--- config.mk ---
export PLATFORM = sky130hd
export DESIGN_NAME = qlsf_ctrl
export DESIGN_NICKNAME = d
export VERILOG_FILES = /design/src/rtl/qlsf_pkg.sv /design/src/rtl/qlsf_ctrl.sv
export VERILOG_INCLUDE_DIRS = /design/src /design/src/rtl
export SDC_FILE = /design/constraint.sdc
export NUM_CORES = 1
export LEC_CHECK = 0
export BUFFER_PORTS_ARGS = -buffer_cell sky130_fd_sc_hd__buf_2
export CAP_MARGIN = 30
export CORE_ASPECT_RATIO = 1.4
export CORE_MARGIN = 2
export CORE_UTILIZATION = 41
export CTS_CLUSTER_DIAMETER = 60
export CTS_CLUSTER_SIZE = 16
export DETAILED_ROUTE_END_ITERATION = 12
export PLACE_DENSITY = 0.57
export SLEW_MARGIN = 20
export SYNTH_ARGS = -nofsm -noshare
export SYNTH_HDL_FRONTEND = slang
export SYNTH_SLANG_ARGS = --single-unit
--- constraint.sdc ---
create_clock -name clk_i -period 3.32 [get_ports clk_i]
set_input_delay 0.332 -clock clk_i [delete_from_list [all_inputs] [get_ports clk_i]]
set_output_delay 0.332 -clock clk_i [all_outputs]
set_load 0.02 [all_outputs]
--- src/rtl/quadratic_least_squares_fit_macros.svh ---
// Assertion macros for the quadratic least-squares fit block.
// Included by the modules that check their own control logic.
`ifndef QUADRATIC_LEAST_SQUARES_FIT_MACROS_SVH
`define QUADRATIC_LEAST_SQUARES_FIT_MACROS_SVH
`ifndef SYNTHESIS
// Property that must hold at every clock edge out of reset.
`define QLSF_ASSERT(lbl, clk, rstn, prop) \
  lbl: assert property (@(posedge clk) disable iff (!rstn) (prop)) \
    else $error("qlsf assertion failed");
// Implication checked in the cycle after the antecedent.
`define QLSF_ASSERT_NEXT(lbl, clk, rstn, pre, post) \
  lbl: assert property (@(posedge clk) disable iff (!rstn) (pre) |=> (post)) \
    else $error("qlsf assertion failed");
`else
`define QLSF_ASSERT(lbl, clk, rstn, prop)
`define QLSF_ASSERT_NEXT(lbl, clk, rstn, pre, post)
`endif
`endif

--- src/rtl/qlsf_pkg.sv ---
// Package for the quadratic least-squares fit: widths, register-file map,
// solve programme, command and status types. Depends on nothing.
`default_nettype none

package qlsf_pkg;

  // Default parameter values.
  localparam int unsigned MAX_POINTS_DEF = 4096;
  localparam int unsigned COORD_BITS_DEF = 12;

  // Field and sum widths.
  localparam int unsigned XW     = 12;
  localparam int unsigned SX1_W  = 24;
  localparam int unsigned SX2_W  = 36;
  localparam int unsigned SX3_W  = 48;
  localparam int unsigned SX4_W  = 60;
  localparam int unsigned SY_W   = 24;
  localparam int unsigned SXY_W  = 36;
  localparam int unsigned SX2Y_W = 48;
  localparam int unsigned SY2_W  = 36;
  localparam int unsigned SSE_W  = 63;

  // Solve arithmetic: all intermediate values fit a 192-bit signed word.
  localparam int unsigned W         = 192;
  localparam int unsigned MUL_STEPS = 128;
  localparam int unsigned DIV_STEPS = W;
  localparam int unsigned STEP_W    = $clog2(DIV_STEPS);

  // Register file.
  localparam int unsigned RF_DEPTH = 32;
  localparam int unsigned RA_W     = $clog2(RF_DEPTH);
  typedef logic [RA_W-1:0] raddr_t;

  // Loaded sums.
  localparam raddr_t R_S1   = 5'd0;
  localparam raddr_t R_S2   = 5'd1;
  localparam raddr_t R_S3   = 5'd2;
  localparam raddr_t R_S4   = 5'd3;
  localparam raddr_t R_N    = 5'd4;
  localparam raddr_t R_T0   = 5'd5;
  localparam raddr_t R_T1   = 5'd6;
  localparam raddr_t R_T2   = 5'd7;
  localparam raddr_t R_Y2   = 5'd8;
  // Temporaries and results.
  localparam raddr_t R_P    = 5'd9;
  localparam raddr_t R_Q    = 5'd10;
  localparam raddr_t R_M0   = 5'd11;
  localparam raddr_t R_M1   = 5'd12;
  localparam raddr_t R_M2   = 5'd13;
  localparam raddr_t R_M1P  = 5'd14;
  localparam raddr_t R_M2P  = 5'd15;
  localparam raddr_t R_U2   = 5'd16;
  localparam raddr_t R_DET  = 5'd17;
  localparam raddr_t R_NUM0 = 5'd18;
  localparam raddr_t R_NUM1 = 5'd19;
  localparam raddr_t R_NUM2 = 5'd20;
  localparam raddr_t R_E    = 5'd21;

  // Output register selects for divisions.
  localparam raddr_t OUT_A = 5'd0;
  localparam raddr_t OUT_B = 5'd1;
  localparam raddr_t OUT_C = 5'd2;
  localparam raddr_t OUT_E = 5'd3;

  // Scaling shifts of the numerators.
  localparam logic [5:0] SH_A    = 6'd34;
  localparam logic [5:0] SH_B    = 6'd32;
  localparam logic [5:0] SH_C    = 6'd30;
  localparam logic [5:0] SH_NONE = 6'd0;

  typedef enum logic [1:0] {
    OP_ADD,
    OP_SUB,
    OP_MUL,
    OP_DIV
  } alu_op_e;

  typedef struct packed {
    alu_op_e    op;
    raddr_t     dst;
    raddr_t     srca;
    raddr_t     srcb;
    logic [5:0] shift;
  } instr_t;

  localparam int unsigned PC_W     = 6;
  localparam int unsigned PROG_LEN = 49;
  localparam logic [PC_W-1:0] DET_PC  = 6'd13;
  localparam logic [PC_W-1:0] LAST_PC = 6'(PROG_LEN - 1);

  // Cramer's rule on the normal matrix [[S4,S3,S2],[S3,S2,S1],[S2,S1,N]]
  // with right-hand side [T2,T1,T0], then the residual numerator.
  function automatic instr_t prog_fetch(input logic [PC_W-1:0] pc);
    instr_t r;
    case (pc)
      6'd0:  r = '{OP_MUL, R_P,    R_S2,   R_N,    SH_NONE};
      6'd1:  r = '{OP_MUL, R_Q,    R_S1,   R_S1,   SH_NONE};
      6'd2:  r = '{OP_SUB, R_M0,   R_P,    R_Q,    SH_NONE};
      6'd3:  r = '{OP_MUL, R_P,    R_S3,   R_N,    SH_NONE};
      6'd4:  r = '{OP_MUL, R_Q,    R_S1,   R_S2,   SH_NONE};
      6'd5:  r = '{OP_SUB, R_M1,   R_P,    R_Q,    SH_NONE};
      6'd6:  r = '{OP_MUL, R_P,    R_S3,   R_S1,   SH_NONE};
      6'd7:  r = '{OP_MUL, R_Q,    R_S2,   R_S2,   SH_NONE};
      6'd8:  r = '{OP_SUB, R_M2,   R_P,    R_Q,    SH_NONE};
      6'd9:  r = '{OP_MUL, R_P,    R_S4,   R_M0,   SH_NONE};
      6'd10: r = '{OP_MUL, R_Q,    R_S3,   R_M1,   SH_NONE};
      6'd11: r = '{OP_SUB, R_DET,  R_P,    R_Q,    SH_NONE};
      6'd12: r = '{OP_MUL, R_P,    R_S2,   R_M2,   SH_NONE};
      6'd13: r = '{OP_ADD, R_DET,  R_DET,  R_P,    SH_NONE};
      6'd14: r = '{OP_MUL, R_P,    R_T1,   R_N,    SH_NONE};
      6'd15: r = '{OP_MUL, R_Q,    R_S1,   R_T0,   SH_NONE};
      6'd16: r = '{OP_SUB, R_M1P,  R_P,    R_Q,    SH_NONE};
      6'd17: r = '{OP_MUL, R_P,    R_T1,   R_S1,   SH_NONE};
      6'd18: r = '{OP_MUL, R_Q,    R_S2,   R_T0,   SH_NONE};
      6'd19: r = '{OP_SUB, R_M2P,  R_P,    R_Q,    SH_NONE};
      6'd20: r = '{OP_MUL, R_P,    R_S3,   R_T0,   SH_NONE};
      6'd21: r = '{OP_MUL, R_Q,    R_T1,   R_S2,   SH_NONE};
      6'd22: r = '{OP_SUB, R_U2,   R_P,    R_Q,    SH_NONE};
      6'd23: r = '{OP_MUL, R_P,    R_T2,   R_M0,   SH_NONE};
      6'd24: r = '{OP_MUL, R_Q,    R_S3,   R_M1P,  SH_NONE};
      6'd25: r = '{OP_SUB, R_NUM0, R_P,    R_Q,    SH_NONE};
      6'd26: r = '{OP_MUL, R_P,    R_S2,   R_M2P,  SH_NONE};
      6'd27: r = '{OP_ADD, R_NUM0, R_NUM0, R_P,    SH_NONE};
      6'd28: r = '{OP_MUL, R_P,    R_S4,   R_M1P,  SH_NONE};
      6'd29: r = '{OP_MUL, R_Q,    R_T2,   R_M1,   SH_NONE};
      6'd30: r = '{OP_SUB, R_NUM1, R_P,    R_Q,    SH_NONE};
      6'd31: r = '{OP_MUL, R_P,    R_S2,   R_U2,   SH_NONE};
      6'd32: r = '{OP_ADD, R_NUM1, R_NUM1, R_P,    SH_NONE};
      6'd33: r = '{OP_MUL, R_P,    R_T2,   R_M2,   SH_NONE};
      6'd34: r = '{OP_MUL, R_Q,    R_S4,   R_M2P,  SH_NONE};
      6'd35: r = '{OP_SUB, R_NUM2, R_P,    R_Q,    SH_NONE};
      6'd36: r = '{OP_MUL, R_Q,    R_S3,   R_U2,   SH_NONE};
      6'd37: r = '{OP_SUB, R_NUM2, R_NUM2, R_Q,    SH_NONE};
      6'd38: r = '{OP_MUL, R_E,    R_Y2,   R_DET,  SH_NONE};
      6'd39: r = '{OP_MUL, R_P,    R_NUM0, R_T2,   SH_NONE};
      6'd40: r = '{OP_SUB, R_E,    R_E,    R_P,    SH_NONE};
      6'd41: r = '{OP_MUL, R_P,    R_NUM1, R_T1,   SH_NONE};
      6'd42: r = '{OP_SUB, R_E,    R_E,    R_P,    SH_NONE};
      6'd43: r = '{OP_MUL, R_P,    R_NUM2, R_T0,   SH_NONE};
      6'd44: r = '{OP_SUB, R_E,    R_E,    R_P,    SH_NONE};
      6'd45: r = '{OP_DIV, OUT_A,  R_NUM0, R_DET,  SH_A};
      6'd46: r = '{OP_DIV, OUT_B,  R_NUM1, R_DET,  SH_B};
      6'd47: r = '{OP_DIV, OUT_C,  R_NUM2, R_DET,  SH_C};
      6'd48: r = '{OP_DIV, OUT_E,  R_E,    R_DET,  SH_NONE};
      default: r = '{OP_ADD, R_P, R_P, R_P, SH_NONE};
    endcase
    return r;
  endfunction

  // Saturate a wide signed value to 64 bits.
  function automatic logic [63:0] sat64(input logic [W-1:0] v);
    logic [63:0] r;
    if (!v[W-1] && (|v[W-1:63])) begin
      r = 64'h7FFF_FFFF_FFFF_FFFF;
    end else if (v[W-1] && !(&v[W-1:63])) begin
      r = 64'h8000_0000_0000_0000;
    end else begin
      r = v[63:0];
    end
    return r;
  endfunction

  // Commands from the controller to the datapath.
  typedef struct packed {
    logic       accept;
    logic       load_wr;
    logic       capture_hold;
    logic       clear_acc;
    raddr_t     raddr_a;
    raddr_t     raddr_b;
    logic       op_start;
    alu_op_e    op;
    logic [5:0] shift;
    logic       step;
    logic       step_last;
    logic       res_wr;
    raddr_t     waddr;
    logic       out_wr;
    logic       sing_wr;
  } cmd_t;

  // Status back to the controller.
  typedef struct packed {
    logic det_zero;
    logic unit_busy;
  } sts_t;

endpackage

`default_nettype wire

--- src/rtl/qlsf_ctrl.sv ---
// Controller of the quadratic least-squares fit: input handshake, sum
// loading, solve programme sequencing and output handshake.
// Depends on qlsf_pkg and the assertion macro header.
`default_nettype none
`include "quadratic_least_squares_fit_macros.svh"

module qlsf_ctrl (
  input  wire logic           clk_i,
  input  wire logic           rst_ni,
  input  wire logic           in_valid_i,
  output logic                in_stall_o,
  input  wire logic           last_point_i,
  output logic                out_valid_o,
  input  wire logic           out_stall_i,
  output qlsf_pkg::cmd_t      cmd_o,
  input  wire qlsf_pkg::sts_t sts_i
);
  import qlsf_pkg::*;

  typedef enum logic [2:0] {
    S_IDLE,
    S_DRAIN,
    S_LOAD,
    S_FETCH,
    S_START,
    S_RUN,
    S_WB,
    S_WAIT_OUT
  } state_e;

  state_e            state_q;
  logic [PC_W-1:0]   pc_q;
  logic [STEP_W-1:0] cnt_q;
  raddr_t            lidx_q;
  logic              out_valid_q;

  instr_t instr;
  logic   accept;
  logic   out_free;
  logic   last_step;

  assign instr     = prog_fetch(pc_q);
  assign accept    = in_valid_i && (state_q == S_IDLE);
  assign out_free  = !out_valid_q || !out_stall_i;
  assign last_step = (instr.op == OP_MUL) ? (cnt_q == STEP_W'(MUL_STEPS - 1))
                                          : (cnt_q == STEP_W'(DIV_STEPS - 1));

  assign in_stall_o  = (state_q != S_IDLE);
  assign out_valid_o = out_valid_q;

  // Command decode.
  always_comb begin
    cmd_o        = '0;
    cmd_o.accept = accept;
    cmd_o.op     = instr.op;
    cmd_o.shift  = instr.shift;
    case (state_q)
      S_LOAD: begin
        cmd_o.load_wr      = 1'b1;
        cmd_o.waddr        = lidx_q;
        cmd_o.capture_hold = (lidx_q == R_S1);
        cmd_o.clear_acc    = (lidx_q == R_Y2);
      end
      S_FETCH: begin
        cmd_o.raddr_a = instr.srca;
        cmd_o.raddr_b = instr.srcb;
      end
      S_START: cmd_o.op_start = 1'b1;
      S_RUN: begin
        cmd_o.step      = 1'b1;
        cmd_o.step_last = last_step;
      end
      S_WB: begin
        cmd_o.waddr  = instr.dst;
        cmd_o.out_wr = (instr.op == OP_DIV);
        cmd_o.res_wr = (instr.op != OP_DIV);
      end
      S_WAIT_OUT: cmd_o.sing_wr = out_free && sts_i.det_zero;
      default: cmd_o.accept = accept;
    endcase
  end

  // State and registered outputs.
  always_ff @(posedge clk_i or negedge rst_ni) begin
    if (!rst_ni) begin
      state_q     <= S_IDLE;
      pc_q        <= '0;
      cnt_q       <= '0;
      lidx_q      <= R_S1;
      out_valid_q <= 1'b0;
    end else begin
      if (out_valid_q && !out_stall_i) begin
        out_valid_q <= 1'b0;
      end
      case (state_q)
        S_IDLE: begin
          if (accept && last_point_i) begin
            state_q <= S_DRAIN;
          end
        end
        S_DRAIN: begin
          // The last point is summed during this cycle.
          if (!sts_i.unit_busy) begin
            lidx_q  <= R_S1;
            state_q <= S_LOAD;
          end
        end
        S_LOAD: begin
          lidx_q <= lidx_q + 1'b1;
          if (lidx_q == R_Y2) begin
            pc_q    <= '0;
            state_q <= S_FETCH;
          end
        end
        S_FETCH: state_q <= S_START;
        S_START: begin
          cnt_q <= '0;
          if (instr.op == OP_ADD || instr.op == OP_SUB) begin
            state_q <= S_WB;
          end else begin
            state_q <= S_RUN;
          end
        end
        S_RUN: begin
          cnt_q <= cnt_q + 1'b1;
          if (last_step) begin
            state_q <= S_WB;
          end
        end
        S_WB: begin
          pc_q <= pc_q + 1'b1;
          if (pc_q == DET_PC) begin
            state_q <= S_WAIT_OUT;
          end else if (pc_q == LAST_PC) begin
            out_valid_q <= 1'b1;
            state_q     <= S_IDLE;
          end else begin
            state_q <= S_FETCH;
          end
        end
        S_WAIT_OUT: begin
          // The output register must be free before it is rewritten.
          if (out_free) begin
            if (sts_i.det_zero) begin
              out_valid_q <= 1'b1;
              state_q     <= S_IDLE;
            end else begin
              state_q <= S_FETCH;
            end
          end
        end
        default: state_q <= S_IDLE;
      endcase
    end
  end

  // Checks on the sequencing.
  `QLSF_ASSERT_NEXT(a_last_stalls, clk_i, rst_ni, accept && last_point_i, in_stall_o)
  `QLSF_ASSERT(a_one_write, clk_i, rst_ni, $onehot0({cmd_o.load_wr, cmd_o.res_wr, cmd_o.out_wr, cmd_o.sing_wr}))
  `QLSF_ASSERT(a_out_free, clk_i, rst_ni, !(cmd_o.out_wr || cmd_o.sing_wr) || !out_valid_q || !out_stall_i)
  `QLSF_ASSERT(a_no_accept_solve, clk_i, rst_ni, !(cmd_o.accept && (cmd_o.step || cmd_o.load_wr)))

endmodule

`default_nettype wire

==> results by group <==
Route
  – Routed wire per std cell: roughly 18 µm
  – DRT Pass-1 Iters: 5
  – Routed vias: 3111
  – Remaining DRCs: 0
  – Routed WL: 9192 µm
  – 1st-iter DRT viols: 280
  – Antenna-violating nets left: 0
  – Via-per-instance ratio: 5.937

Power
  – Overall power: 477.8 µW
  – P per Cell Area: between 100 and 150 mW/mm²
  – Worst vdd ir: ~0.00023 V
  – P_leak: around 1.3 nW

Timing
  – Tcrit/Tclk final: 95.19%
  – Final min period: 3.160 ns
  – Fin Clk Skew: 0.009174 ns
  – Final setup vio count: 0
  – Actual slew at the worst max-slew pin: 0.7260 ns
  – Fmax achieved: around 0.32 GHz
  – Relative slew slack: 51.60%
  – Final hold vios: 0
  – Final slew viol count: 0

Global route
  – GRT Total Usage: 24.56%
  – Grt ovf: 0
  – Initial antenna violation count: 0
  – Vias in the first global route: 2955
  – First-pass GRT wire length: 15250 µm
  – Largest net degree at the start of global routing: 27

Cells and area
  – Fill cells: 759
  – Post-layout util: between 40% and 50%
  – Share of layout cells above drive strength 1: around 18%
  – # diodes: 0
  – Area growth from synthesis to layout: 11.23%
  – Final Net Count: 457

Clock network
  – Num CTS Buffers: 3
  – Clock Sinks: 23
  – Root Buffer: clkbuf_8
  – Register clock-pin slew on the reported worst setup and hold paths: 0.09 ns
  – TritonCTS clock tree: done
  – Clock Tree Buf Depth: 2
  – Clk Latency, worst-skew pair: 0.27 ns
  – H-tree levels: 1

Synth
  – Post-synth top area share: 19.79%
  – Area leader, netlist: dfrtp_1
  – EDFF count, synth: 0
  – Main flop type after synthesis: dfrtp_1
  – Count leader, synth: nand2_1
  – Syn Inst Count: just over 400
  – Mapped Area: 0.002908 mm²
  – Syn Nets: 430
  – Seq/Total Area, Yosys: about a fifth
  – Top cells by area, synth: dfrtp_1, ha_1, nand2_1
  – Ys Warns: 0
  – Synth Register Bits: 23
  – Avg Cell Area, Syn: 7.215 µm²
  – Synth async-reset ratio: 100.0%
  – Unique masters post-synth: 68
  – Most frequent cells after synthesis: nand2_1, a21oi_1, nor2_1

Worst setup path
  – Beginning of the critical path: pc_q[0]$_DFFE_PN0P_
  – Reg2Reg Depth: 8
  – Crit path launch type: flip-flop
  – CP arrival: about 2.8 ns
  – Crit Reg-Reg Startpoint: pc_q[0]$_DFFE_PN0P_
  – CP Max Fanout: 17
  – Setup crit end: cmd_o[8]
  – CP required: 2.99 ns
  – CP Class: flip-flop to primary output
  – Setup crit end kind: primary output
  – R2R Setup Slk: 0.77 ns
  – Reg2Reg Capture Point: state_q[0]$_DFFE_PN0P_

Floorplanning
  – Core ar.: 0.006937 mm²
  – Die area: about 0.0078 mm²
  – Starting Density: a little over two fifths
  – Die height: 103.6 µm
  – Row cnt: 36
  – Number of I/O pins: 42
  – Width of the die: 75.18 µm

Place
  – Hpwl dp: 6872 µm
  – IO Port Bufs: 40
  – Routability Congestion: 0.9810

Hold path
  – HP Class: primary input to async pin

Job
  – Max_cap viols: 0

Outcome
  – Status: finished clean
## per-stage QoR
stage | setup slack [ns] | cells | hold WS, ns | TNS, ns | area (µm²)
detailed placement | 0.4706 | 520 | 0.3438 | 0 | 3179
global route | -0.008037 | 524 | 0.06391 | -0.008037 | 3234
finish | 0.1596 | 524 | 0.03249 | 0 | 3234
global placement | 0.5002 | 520 | 0.3520 | 0 | 3179
floorplan | 0.2003 | 403 | 0.03641 | 0 | 2908
CTS | 0.1517 | 524 | 0.04479 | 0 | 3228
## cell families (layout without fill, tap and decap cells)
family                     count (synthesis)  count (layout)  share of synthesized area [%]
AOI/OAI and AO/OA                        136             136                          30.81
xor gates and xnor gates                   6               6                          1.808
adders and majority gates                 20              20                          8.606
buffers and inverters                     53              79                          8.778
DFF                                       23              23                          19.79
muxes                                     12              12                          4.647
other                                      1               1                         0.1290
and+or+nand+nor                          152             152                          25.43
## worst max-delay path: stages, from the launching register on
cell	delay [ns]
dfrtp_1	0.39
buf_4	0.21
ha_1	0.34
nor2b_1	0.21
or4_4	0.46
a31oi_4	0.22
a2bb2oi_2	0.18
mux2i_2	0.32
nor2_1	0.06
buf_2	0.16
## worst min-delay path by stage
stage	startpoint	endpoint	slack, ns	cells after the start
3_5_place_dp	rst_ni	lidx_q[3]$_DFFE_PN0P_	0.34	1
6_report	rst_ni	lidx_q[0]$_DFFE_PN0P_	0.03	1
4_1_cts	rst_ni	lidx_q[3]$_DFFE_PN0P_	0.04	1
5_1_grt	rst_ni	lidx_q[0]$_DFFE_PN0P_	0.06	1
3_3_place_gp	rst_ni	lidx_q[3]$_DFFE_PN0P_	0.35	1
2_1_floorplan	rst_ni	cnt_q[0]$_DFFE_PN0P_	0.04	0
## placed cells by master, fill, tap and decap left out, types with 12 or more instances in the layout
| cell type | synthesis | layout |
|---|---|---|
| buf_2 | 9 | 40 |
| nor2_1 | 31 | 31 |
| nor3_1 | 12 | 12 |
| o21ai_1 | 14 | 14 |
| ha_1 | 20 | 19 |
| inv_1 | 13 | 13 |
| nand2_1 | 52 | 52 |
| dfrtp_1 | 23 | 22 |
| nand2b_1 | 14 | 14 |
| nand3_1 | 13 | 13 |
| buf_4 | 8 | 20 |
| o21ai_0 | 22 | 22 |
| a21oi_1 | 33 | 33 |
## state kept, by name, summed over array words and instances (netlist names)
register / cells
cnt_q: 8
lidx_q: 5
out_valid_o: 1
pc_q: 6
state_q: 3
## repair_timing
item	CTS	global route
buffers inserted	0	0
gates resized for setup	0	2
setup endpoints to repair	0	1
hold buffers	0	0
endpoints found under the hold margin	0	0
## layout make-up
| type | count | area (µm²) | share of cell area [%] |
|---|---|---|---|
| Timing Repair Buffer | 60 | 350.3 | 10.83 |
| Clock buffer | 3 | 41.29 | 1.277 |
| Sequential cell | 23 | 576.8 | 17.83 |
| Inverter | 15 | 56.30 | 1.741 |
| Multi-Input combinational cell | 327 | 2083 | 64.41 |
| Clock inverter | 1 | 7.507 | 0.2321 |
| Tap cell | 95 | 118.9 | 3.675 |
## routing by layer
layer	GRT usage, %	share of wire, %	vias up
met3	1.848	5.0	25
met1	33.31	42	1447
met4	8.521	3.8	0
met2	40.23	49	127
met5	0	0	-
li1	-	-	1512
## power breakdown
part / total [mW] / internal (mW) / switching, mW / leakage (nW)
sequential: 0.281 / 0.280 / 0.000777 / 0.292
clock: 0.183 / 0.0850 / 0.0983 / 0.0217
combinational: 0.0132 / 0.00403 / 0.00917 / 1.01
total: 0.478 / 0.370 / 0.108 / 1.33
(Power assumes the default switching activity.)
